File: config.mk
export PLATFORM = sky130hd
export DESIGN_NAME = button_hold_release_timer
export DESIGN_NICKNAME = d
export VERILOG_FILES = /design/src/hw/rtl/bhr_pkg.sv /design/src/hw/rtl/bhr_front.sv /design/src/hw/rtl/bhr_queue.sv /design/src/hw/rtl/bhr_back.sv /design/src/hw/rtl/button_hold_release_timer.sv
export SDC_FILE = /design/constraint.sdc
export NUM_CORES = 2
export LEC_CHECK = 0
export ABC_AREA = 1
export BUFFER_PORTS_ARGS = -buffer_cell sky130_fd_sc_hd__buf_2
export CORE_MARGIN = 8
export CORE_UTILIZATION = 28
export DETAILED_ROUTE_END_ITERATION = 12
export GPL_TIMING_DRIVEN = 1
export SLEW_MARGIN = 10
export SYNTH_ARGS = -nofsm -noshare
export SYNTH_HDL_FRONTEND = slang
export SYNTH_SLANG_ARGS = --single-unit
File: constraint.sdc
create_clock -name clock -period 4.61 [get_ports clock]
set_input_delay 0.922 -clock clock [delete_from_list [all_inputs] [get_ports clock]]
set_output_delay 0.922 -clock clock [all_outputs]
set_load 0.005 [all_outputs]
File: src/hw/rtl/bhr_pkg.sv
`default_nettype none
// ----------------------------------------------------------------------------
// bhr_pkg: button hold / release timer shared types
// Field widths, register indexes, queue item and configuration structs.
// ----------------------------------------------------------------------------
package bhr_pkg;

   localparam int PIN_COUNT  = 12;
   localparam int IDX_W      = 5;
   localparam int TIME_W     = 16;
   localparam int PER_W      = 8;
   localparam int JOY1_LAST  = 3;
   localparam int JOY2_BASE  = 5;
   localparam int JOY2_LAST  = 8;
   localparam int DIV_STEPS  = TIME_W;
   localparam int CSR_IDX_W  = 2;
   localparam int CSR_DATA_W = 16;

   localparam logic [CSR_IDX_W-1:0] CSR_ORIENTATION   = 2'd0;
   localparam logic [CSR_IDX_W-1:0] CSR_RELEASE_LIMIT = 2'd1;
   localparam logic [CSR_IDX_W-1:0] CSR_PRESSED_LEVEL = 2'd2;

   localparam logic ACT_TICK  = 1'b0;
   localparam logic ACT_QUERY = 1'b1;

   localparam logic [TIME_W-1:0] RELEASE_LIMIT_RST = 16'd30;

   typedef struct packed {
      logic [1:0]        orientation;
      logic [TIME_W-1:0] release_limit;
      logic              pressed_level;
   } bhr_cfg_type;

   typedef struct packed {
      logic                 is_query;
      logic [PIN_COUNT-1:0] pins;
      logic                 idx_ok;
      logic [IDX_W-1:0]     lane;
      logic [TIME_W-1:0]    threshold;
      logic [PER_W-1:0]     period;
   } bhr_item_type;

endpackage
`default_nettype wire

File: src/hw/rtl/bhr_front.sv
`default_nettype none
// ----------------------------------------------------------------------------
// bhr_front: request classification
// Tags ticks and queries, rotates joystick indices, flags bad indices.
// ----------------------------------------------------------------------------
module bhr_front import bhr_pkg::*; #(
   parameter int NUM_BUTTONS = 12
) (
   input  wire bhr_cfg_type          cfg,
   input  wire                       req_valid,
   input  wire                       req_action,
   input  wire [PIN_COUNT-1:0]       req_pin_levels,
   input  wire [IDX_W-1:0]           req_button_index,
   input  wire [TIME_W-1:0]          req_hold_threshold,
   input  wire [PER_W-1:0]           req_repeat_period,
   input  wire                       q_full,
   output logic                      req_stall,
   output logic                      q_push,
   output bhr_item_type              q_item
);

   localparam logic [IDX_W:0] NB = (IDX_W+1)'(NUM_BUTTONS);

   logic [IDX_W-1:0] lane;
   logic [IDX_W-1:0] joy2_off;
   logic [1:0]       rot1;
   logic [1:0]       rot2;

   assign joy2_off = req_button_index - IDX_W'(JOY2_BASE);
   assign rot1     = req_button_index[1:0] + 2'd1 - cfg.orientation;
   assign rot2     = joy2_off[1:0] + 2'd1 - cfg.orientation;

   always_comb begin
      lane = req_button_index;
      if (req_button_index <= IDX_W'(JOY1_LAST)) begin
         lane = {3'b000, rot1};
      end else if (req_button_index >= IDX_W'(JOY2_BASE) &&
                   req_button_index <= IDX_W'(JOY2_LAST)) begin
         lane = IDX_W'(JOY2_BASE) + {3'b000, rot2};
      end
   end

   assign req_stall = q_full;
   assign q_push    = req_valid && !q_full;

   always_comb begin
      q_item.is_query  = (req_action == ACT_QUERY);
      q_item.pins      = req_pin_levels;
      q_item.idx_ok    = ({1'b0, req_button_index} < NB);
      q_item.lane      = lane;
      q_item.threshold = req_hold_threshold;
      q_item.period    = req_repeat_period;
   end

endmodule
`default_nettype wire

File: src/hw/rtl/bhr_queue.sv
`default_nettype none
// ----------------------------------------------------------------------------
// bhr_queue: two-entry item queue
// Decouples request acceptance from lane update and query evaluation.
// ----------------------------------------------------------------------------
module bhr_queue import bhr_pkg::*; (
   input  wire               clock,
   input  wire               reset,
   input  wire               push,
   input  wire bhr_item_type push_item,
   input  wire               pop,
   output logic              full,
   output logic              valid,
   output bhr_item_type      pop_item
);

   bhr_item_type mem_ff [2];
   logic         wr_ptr_ff, wr_ptr_in;
   logic         rd_ptr_ff, rd_ptr_in;
   logic [1:0]   count_ff, count_in;

   assign full     = (count_ff == 2'd2);
   assign valid    = (count_ff != 2'd0);
   assign pop_item = mem_ff[rd_ptr_ff];

   always_comb begin
      wr_ptr_in = push ? !wr_ptr_ff : wr_ptr_ff;
      rd_ptr_in = pop  ? !rd_ptr_ff : rd_ptr_ff;
      count_in  = count_ff;
      if (push && !pop) begin
         count_in = count_ff + 2'd1;
      end else if (pop && !push) begin
         count_in = count_ff - 2'd1;
      end
   end

   always_ff @(posedge clock) begin
      if (reset) begin
         wr_ptr_ff <= 1'b0;
         rd_ptr_ff <= 1'b0;
         count_ff  <= 2'd0;
      end else begin
         wr_ptr_ff <= wr_ptr_in;
         rd_ptr_ff <= rd_ptr_in;
         count_ff  <= count_in;
      end
   end

   always_ff @(posedge clock) begin
      if (push) begin
         mem_ff[wr_ptr_ff] <= push_item;
      end
   end

endmodule
`default_nettype wire

File: src/hw/rtl/bhr_back.sv
`default_nettype none
// ----------------------------------------------------------------------------
// bhr_back: lane counters and query engine
// Updates all lane counters on a tick; answers a query with a serial
// remainder check for auto-repeat, one dividend bit per cycle.
// ----------------------------------------------------------------------------
module bhr_back import bhr_pkg::*; #(
   parameter int NUM_BUTTONS = 12
) (
   input  wire                clock,
   input  wire                reset,
   input  wire bhr_cfg_type   cfg,
   input  wire                q_valid,
   input  wire bhr_item_type  q_item,
   output logic               q_pop,
   input  wire                rsp_stall,
   output logic               rsp_valid,
   output logic [TIME_W-1:0]  rsp_pressed_time,
   output logic [TIME_W-1:0]  rsp_released_time,
   output logic               rsp_hold_fire
);

   localparam int LANE_W = $clog2(NUM_BUTTONS);
   localparam int CNT_W  = $clog2(DIV_STEPS);

   typedef enum logic [1:0] {ST_IDLE, ST_DIV, ST_DONE} state_type;

   logic [TIME_W-1:0] held_ff [NUM_BUTTONS];
   logic [TIME_W-1:0] rel_ff  [NUM_BUTTONS];
   logic              tick_en;
   state_type         state_ff, state_in;

   assign q_pop   = q_valid && (state_ff == ST_IDLE);
   assign tick_en = q_pop && !q_item.is_query;

   // lane counters
   for (genvar i = 0; i < NUM_BUTTONS; i++) begin : g_lane
      logic              level;
      logic [TIME_W-1:0] held_in;
      logic [TIME_W-1:0] rel_in;
      logic [TIME_W:0]   rel_inc;

      if (i < PIN_COUNT) begin : g_pin
         assign level = q_item.pins[i];
      end else begin : g_nopin
         assign level = 1'b0;
      end

      assign rel_inc = {1'b0, rel_ff[i]} + (TIME_W+1)'(1);

      always_comb begin
         held_in = held_ff[i];
         rel_in  = rel_ff[i];
         if (level == cfg.pressed_level) begin
            if (held_ff[i] != '1) begin
               held_in = held_ff[i] + TIME_W'(1);
            end
            rel_in = '0;
         end else begin
            if (held_ff[i] != '0) begin
               rel_in = TIME_W'(1);
            end else if (rel_ff[i] != '0) begin
               rel_in = (rel_inc > {1'b0, cfg.release_limit}) ? '0 : rel_inc[TIME_W-1:0];
            end
            held_in = '0;
         end
      end

      always_ff @(posedge clock) begin
         if (reset) begin
            held_ff[i] <= '0;
            rel_ff[i]  <= '0;
         end else if (tick_en) begin
            held_ff[i] <= held_in;
            rel_ff[i]  <= rel_in;
         end
      end
   end

   // query engine
   logic [CNT_W-1:0]  cnt_ff, cnt_in;
   logic [PER_W-1:0]  rem_ff, rem_in;
   logic [TIME_W-1:0] diff_ff, diff_in;
   logic [PER_W-1:0]  per_ff, per_in;
   logic              ok_ff, ok_in;
   logic [TIME_W-1:0] held_q_ff, held_q_in;
   logic [TIME_W-1:0] rel_q_ff, rel_q_in;
   logic              rsp_valid_ff, rsp_valid_in;
   logic [TIME_W-1:0] rsp_held_ff, rsp_held_in;
   logic [TIME_W-1:0] rsp_rel_ff, rsp_rel_in;
   logic              rsp_fire_ff, rsp_fire_in;

   logic [TIME_W-1:0] sel_held;
   logic [TIME_W-1:0] sel_rel;
   logic [PER_W:0]    rem_sh;
   logic [PER_W:0]    rem_sub;

   assign sel_held = q_item.idx_ok ? held_ff[q_item.lane[LANE_W-1:0]] : '0;
   assign sel_rel  = q_item.idx_ok ? rel_ff[q_item.lane[LANE_W-1:0]]  : '0;
   assign rem_sh   = {rem_ff, diff_ff[TIME_W-1]};
   assign rem_sub  = rem_sh - {1'b0, per_ff};

   always_comb begin
      state_in     = state_ff;
      cnt_in       = cnt_ff;
      rem_in       = rem_ff;
      diff_in      = diff_ff;
      per_in       = per_ff;
      ok_in        = ok_ff;
      held_q_in    = held_q_ff;
      rel_q_in     = rel_q_ff;
      rsp_valid_in = rsp_valid_ff;
      rsp_held_in  = rsp_held_ff;
      rsp_rel_in   = rsp_rel_ff;
      rsp_fire_in  = rsp_fire_ff;
      if (rsp_valid_ff && !rsp_stall) begin
         rsp_valid_in = 1'b0;
      end
      case (state_ff)
         ST_IDLE: begin
            if (q_valid && q_item.is_query) begin
               held_q_in = sel_held;
               rel_q_in  = sel_rel;
               diff_in   = sel_held - q_item.threshold;
               per_in    = q_item.period;
               ok_in     = (q_item.period != '0) && (sel_held > q_item.threshold);
               rem_in    = '0;
               cnt_in    = '0;
               state_in  = ST_DIV;
            end
         end
         ST_DIV: begin
            rem_in  = (rem_sh >= {1'b0, per_ff}) ? rem_sub[PER_W-1:0] : rem_sh[PER_W-1:0];
            diff_in = {diff_ff[TIME_W-2:0], 1'b0};
            cnt_in  = cnt_ff + CNT_W'(1);
            if (cnt_ff == CNT_W'(DIV_STEPS - 1)) begin
               state_in = ST_DONE;
            end
         end
         ST_DONE: begin
            if (!rsp_valid_ff || !rsp_stall) begin
               rsp_valid_in = 1'b1;
               rsp_held_in  = held_q_ff;
               rsp_rel_in   = rel_q_ff;
               rsp_fire_in  = ok_ff && (rem_ff == '0);
               state_in     = ST_IDLE;
            end
         end
         default: begin
            state_in = ST_IDLE;
         end
      endcase
   end

   always_ff @(posedge clock) begin
      if (reset) begin
         state_ff     <= ST_IDLE;
         cnt_ff       <= '0;
         rsp_valid_ff <= 1'b0;
      end else begin
         state_ff     <= state_in;
         cnt_ff       <= cnt_in;
         rsp_valid_ff <= rsp_valid_in;
      end
      rem_ff      <= rem_in;
      diff_ff     <= diff_in;
      per_ff      <= per_in;
      ok_ff       <= ok_in;
      held_q_ff   <= held_q_in;
      rel_q_ff    <= rel_q_in;
      rsp_held_ff <= rsp_held_in;
      rsp_rel_ff  <= rsp_rel_in;
      rsp_fire_ff <= rsp_fire_in;
   end

   assign rsp_valid         = rsp_valid_ff;
   assign rsp_pressed_time  = rsp_held_ff;
   assign rsp_released_time = rsp_rel_ff;
   assign rsp_hold_fire     = rsp_fire_ff;

endmodule
`default_nettype wire

File: src/hw/rtl/button_hold_release_timer.sv
`default_nettype none
// ----------------------------------------------------------------------------
// button_hold_release_timer: per-button hold / release timer
// Request beats are ticks (sample all pins) or queries (read one button).
// A tick updates every lane's held and release counters and gives no
// response. A query gives one response beat: held time, release time and
// an auto-repeat fire flag; joystick indices are rotated by orientation.
// Requests enter a two-entry queue; req_stall is high while it is full.
// A query goes from queue head to rsp_valid via ST_IDLE (read the lane),
// ST_DIV (bit-serial remainder of (held - threshold) by the repeat period)
// and ST_DONE (load the response register); nothing pops until it ends.
// Ticks pop one per cycle while no query is in flight.
// While rsp_stall is high the response holds; the next query still
// computes and waits for the response register to free.
// Reset (synchronous) clears all counters, the queue and the response,
// and loads orientation 0, release limit 30, pressed level 0.
// csr_ready is always high; write only while no query is in flight.
// ----------------------------------------------------------------------------
module button_hold_release_timer import bhr_pkg::*; #(
   parameter int NUM_BUTTONS = 12
) (
   input  wire                   clock,
   input  wire                   reset,
   input  wire                   req_valid,
   output logic                  req_stall,
   input  wire                   req_action,
   input  wire [PIN_COUNT-1:0]   req_pin_levels,
   input  wire [IDX_W-1:0]       req_button_index,
   input  wire [TIME_W-1:0]      req_hold_threshold,
   input  wire [PER_W-1:0]       req_repeat_period,
   output logic                  rsp_valid,
   input  wire                   rsp_stall,
   output logic [TIME_W-1:0]     rsp_pressed_time,
   output logic [TIME_W-1:0]     rsp_released_time,
   output logic                  rsp_hold_fire,
   input  wire                   csr_valid,
   output logic                  csr_ready,
   input  wire [CSR_IDX_W-1:0]   csr_index,
   input  wire [CSR_DATA_W-1:0]  csr_wdata
);

   bhr_cfg_type  cfg_ff, cfg_in;
   bhr_item_type push_item;
   bhr_item_type head_item;
   logic         q_push;
   logic         q_pop;
   logic         q_full;
   logic         q_valid;

   assign csr_ready = 1'b1;

   always_comb begin
      cfg_in = cfg_ff;
      if (csr_valid && csr_ready) begin
         case (csr_index)
            CSR_ORIENTATION:   cfg_in.orientation   = csr_wdata[1:0];
            CSR_RELEASE_LIMIT: cfg_in.release_limit = csr_wdata[TIME_W-1:0];
            CSR_PRESSED_LEVEL: cfg_in.pressed_level = csr_wdata[0];
            default: begin
            end
         endcase
      end
   end

   always_ff @(posedge clock) begin
      if (reset) begin
         cfg_ff.orientation   <= 2'd0;
         cfg_ff.release_limit <= RELEASE_LIMIT_RST;
         cfg_ff.pressed_level <= 1'b0;
      end else begin
         cfg_ff <= cfg_in;
      end
   end

   bhr_front #(
      .NUM_BUTTONS (NUM_BUTTONS)
   ) u_front (
      .cfg                (cfg_ff),
      .req_valid          (req_valid),
      .req_action         (req_action),
      .req_pin_levels     (req_pin_levels),
      .req_button_index   (req_button_index),
      .req_hold_threshold (req_hold_threshold),
      .req_repeat_period  (req_repeat_period),
      .q_full             (q_full),
      .req_stall          (req_stall),
      .q_push             (q_push),
      .q_item             (push_item)
   );

   bhr_queue u_queue (
      .clock     (clock),
      .reset     (reset),
      .push      (q_push),
      .push_item (push_item),
      .pop       (q_pop),
      .full      (q_full),
      .valid     (q_valid),
      .pop_item  (head_item)
   );

   bhr_back #(
      .NUM_BUTTONS (NUM_BUTTONS)
   ) u_back (
      .clock             (clock),
      .reset             (reset),
      .cfg               (cfg_ff),
      .q_valid           (q_valid),
      .q_item            (head_item),
      .q_pop             (q_pop),
      .rsp_stall         (rsp_stall),
      .rsp_valid         (rsp_valid),
      .rsp_pressed_time  (rsp_pressed_time),
      .rsp_released_time (rsp_released_time),
      .rsp_hold_fire     (rsp_hold_fire)
   );

endmodule
`default_nettype wire

==> run metrics <==
cell area after synthesis=39,880 um^2; IR Drop Worst-Case VDD=0.2918 mV; top_reg_cell synth=sky130_fd_sc_hd__edfxtp_1; antenna violations before repair=7; TritonCTS clock tree=built; standard-cell row count=138; pins over their slew limit=0; area of the core region=141,400 um^2; clock root cell=sky130_fd_sc_hd__clkbuf_16; share of power burned in registers=36.2%; Hold Path Cell Cnt=0; Die Area=approximately 150,000 um^2; placed cell count=6,826; fmax=~260 MHz; post-synth top area cell=sky130_fd_sc_hd__edfxtp_1; headroom to the max-slew limit=8.401%; Max H-tree Level=3; share of layout cells above drive strength 1=7.101%; Final #Nets=5,347; share of the synthesized area in the top cell type=42.62%; Die X-Extent=393.4 um; via count of the first global-routing pass=31,860; status=complete, no violations; net count of the mapped netlist=5,229; maximum number of pins on one net before global-route repair=80; final-report setup violation count=0; reg-to-reg slack, setup=between 700 and 800 ps; total of max-cap violations=0; flip-flop and latch area=approximately 18,000 um^2; actual slew at the worst max-slew pin=1372 ps; commonest cells in the netlist=870 x sky130_fd_sc_hd__nand2_1, 803 x sky130_fd_sc_hd__inv_1, 593 x sky130_fd_sc_hd__nor2_1; PwrDens=543.4 nW/um^2; Worst R2R Path Depth=17; Final Hold Viols=0; filler cell count=14,850; worst path arrival time=between 4000 and 5000 ps; antenna viol nets, final=0; maximum clock path buffer count=3; total congestion overflow=0; port bufs=between 90 and 100; unrepaired setup endpoints after global routing=no; Setup CP Type=reg2reg; number of hold-repair buffers added at the cts stage=0; first-pass detailed-route iteration total=6; async set-or-reset flop fraction in the synthesized netlist=0%; share of the yosys chip area belonging to registers=44.17%; net switching power of the design=0.01053 W; DRC violation count after routing=0; effective utilization at floorplan=approximately 28%; sum of routed wire length over all layers=123,300 um; sort of element at the end of the critical path=register; number of buffers inserted by post-CTS setup repair=0; final period utilization=84.46%; top area cells in the synthesized netlist=sky130_fd_sc_hd__edfxtp_1 43%, sky130_fd_sc_hd__ha_1 8.4%, sky130_fd_sc_hd__nand2_1 8.2%; post_cts resized=0; Setup crit start kind=register; Area Growth Syn to Fin=13.42%; Sw Ratio=between 40% and 50%; final std cells w/o fill=6,966; final weighted congestion in routability-driven placement=0.9252; Comb power frac=around 39%; dpl hpwl=93,400 um; first-pass GRT wire length=188,400 um; EDFF count, synth=566; Ports=roughly 100; clock buffer count from CTS=73; synthesized netlist cell count=4,893; area taken by multi-input logic gates=18,680 um^2; Critical R2R Capture=u_back.diff_ff[13]; die height=393.4 um; Syn. warnings=0; power share of the clock group=24.5%; insertion delay of the later-clocked pin in the worst-skew pair=680 ps; design internal power=0.01405 W; Required @ worst endpoint=5030 ps; peak fanout along the critical path=52; via total after detailed routing=34,300; WL/cell=between 15 and 20 um; number of register bits inferred by synthesis=597; clock transition time at the flip-flop clock pins of the worst setup and hold paths=around 60 ps; final setup TNS=0 ps; worst hold-check path type=reg2reg; P_leak=19.50 nW; violation count after the first detailed-routing iteration=3,857; most frequent cell after synthesis=sky130_fd_sc_hd__nand2_1; sink count of the clock tree=roughly 600; post-route clock skew=40.93 ps; syn_area_per_cell=8.151 um^2; hold path endpoint=u_back.rsp_released_time[14]; final critical path time including I/O delays and setup=3894 ps; source of the worst hold timing path=u_back.rel_q_ff[14]; drt via density=between 4 and 5; post-synthesis cell type count=65; global-route total usage across every layer=around 15%
-- state kept, by name, summed over array words and instances, names as in the netlist, named ones only --
register,count
u_back.rsp_pressed_time,16
u_back.rsp_valid,1
u_queue.mem_ff,84
u_back.held_q_ff,16
u_back.cnt_ff,4
cfg_ff,19
u_back.rsp_hold_fire,1
u_back.rel_ff,192
u_back.rsp_released_time,16
u_back.per_ff,8
u_queue.count_ff,2
u_queue.rd_ptr_ff,1
u_back.diff_ff,16
u_back.held_ff,192
u_back.ok_ff,1
u_back.state_ff,2
u_back.rel_q_ff,16
u_back.rem_ff,8
u_queue.wr_ptr_ff,1
-- per-layer routing --
| layer | vias to the layer above | global-route usage (%) | part of all wire [%] |
|---|---|---|---|
| met5 | - | 0 | 0.011 |
| met3 | 196 | 3.169 | 8.0 |
| met4 | 2 | 4.648 | 2.7 |
| met2 | 1218 | 23.35 | 44 |
| li1 | 16670 | - | - |
| met1 | 16210 | 21.46 | 45 |
-- placed cells by master, fill, tap and decap left out, types with 163 or more instances in the layout --
master,synthesis,routed
sky130_fd_sc_hd__nor3_1,163,163
sky130_fd_sc_hd__edfxtp_1,566,566
sky130_fd_sc_hd__nand3_1,306,306
sky130_fd_sc_hd__inv_1,803,802
sky130_fd_sc_hd__nand2_1,870,869
sky130_fd_sc_hd__a21oi_1,265,264
sky130_fd_sc_hd__ha_1,269,269
sky130_fd_sc_hd__nor2_1,593,588
sky130_fd_sc_hd__xor2_1,165,165
sky130_fd_sc_hd__o21ai_0,288,288
-- cell families (layout without fill, tap and decap cells) --
logic type | Yosys count | in the layout | synth area share, %
adder cells (fa/ha/maj) | 271 | 271 | 8.540
flip-flops | 597 | 597 | 44.17
AND/OR/NAND/NOR | 2174 | 2174 | 23.81
AO/OA/AOI/OAI | 714 | 714 | 9.889
other | 1 | 7 | 0.009403
buffers and inverters | 938 | 1115 | 9.161
XOR/XNOR | 183 | 183 | 4.038
multiplexers | 15 | 15 | 0.3765
-- power by group through the flow --
stage,registers [W],logic [W],clock network (W)
global route,0.00903,0.0108,0.00635
detailed placement,0.00895,0.00947,0
floorplan,0.00842,0.00661,0
finish,0.00889,0.00966,0.00603
global placement,0.00895,0.00936,0
CTS,0.00885,0.00953,0.00616
-- worst max-delay path, stage by stage (launching register included) --
cell and delay [ps]:
sky130_fd_sc_hd__dfxtp_2 560, sky130_fd_sc_hd__nand2_1 150, sky130_fd_sc_hd__nand2_4 160, sky130_fd_sc_hd__buf_4 380, sky130_fd_sc_hd__buf_4 440, sky130_fd_sc_hd__o211ai_1 130
sky130_fd_sc_hd__nand3_1 160, sky130_fd_sc_hd__nand3_1 170, sky130_fd_sc_hd__nand3_1 190, sky130_fd_sc_hd__inv_1 80, sky130_fd_sc_hd__ha_1 380, sky130_fd_sc_hd__nand2_1 150
sky130_fd_sc_hd__nor4_1 290, sky130_fd_sc_hd__nand2_1 120, sky130_fd_sc_hd__nand2_1 80, sky130_fd_sc_hd__nand2_1 50, sky130_fd_sc_hd__nand3_1 60, sky130_fd_sc_hd__nand2_1 70
-- metrics by stage --
stage / power [W] / util (%) / setup WS, ps / area, um^2 / hold slack, ps
final: 0.02458 / 31.99 / 716.4 / 45240 / 415.0
after global routing: 0.02614 / 31.98 / 391.0 / 45220 / 396.0
after CTS: 0.02454 / 31.98 / 750.1 / 45220 / 377.6
after detailed placement: 0.01842 / 30.23 / 765.5 / 42750 / 404.5
after global placement: 0.01830 / 30.23 / 804.2 / 42750 / 404.6
after floorplan: 0.01503 / - / 793.0 / 39880 / 400.3
-- worst max path at each step --
| stage | cells past startpoint | start | slack, ps | to |
|---|---|---|---|---|
| 4_1_cts | 17 | register | 750 | u_back.diff_ff[13] |
| 5_1_grt | 17 | register | 390 | u_back.diff_ff[13] |
| 3_3_place_gp | 17 | register | 800 | u_back.diff_ff[13] |
| 3_5_place_dp | 17 | register | 770 | u_back.diff_ff[13] |
| 2_1_floorplan | 8 | u_queue.count_ff[0] | 790 | u_back.cnt_ff[2] |
| 6_report | 17 | register | 720 | u_back.diff_ff[13] |
-- layout make-up --
class / count / area share [%]
Antenna cell: 6 / 0.03319
Tap cell: 1890 / 5.228
Timing Repair Buffer: 166 / 2.263
Inverter: 815 / 6.768
Clock inverter: 46 / 1.162
Multi-Input combinational cell: 3358 / 41.30
Sequential cell: 597 / 38.95
Clock buffer: 88 / 4.298
Note: power is estimated with default switching activity, not from simulation.
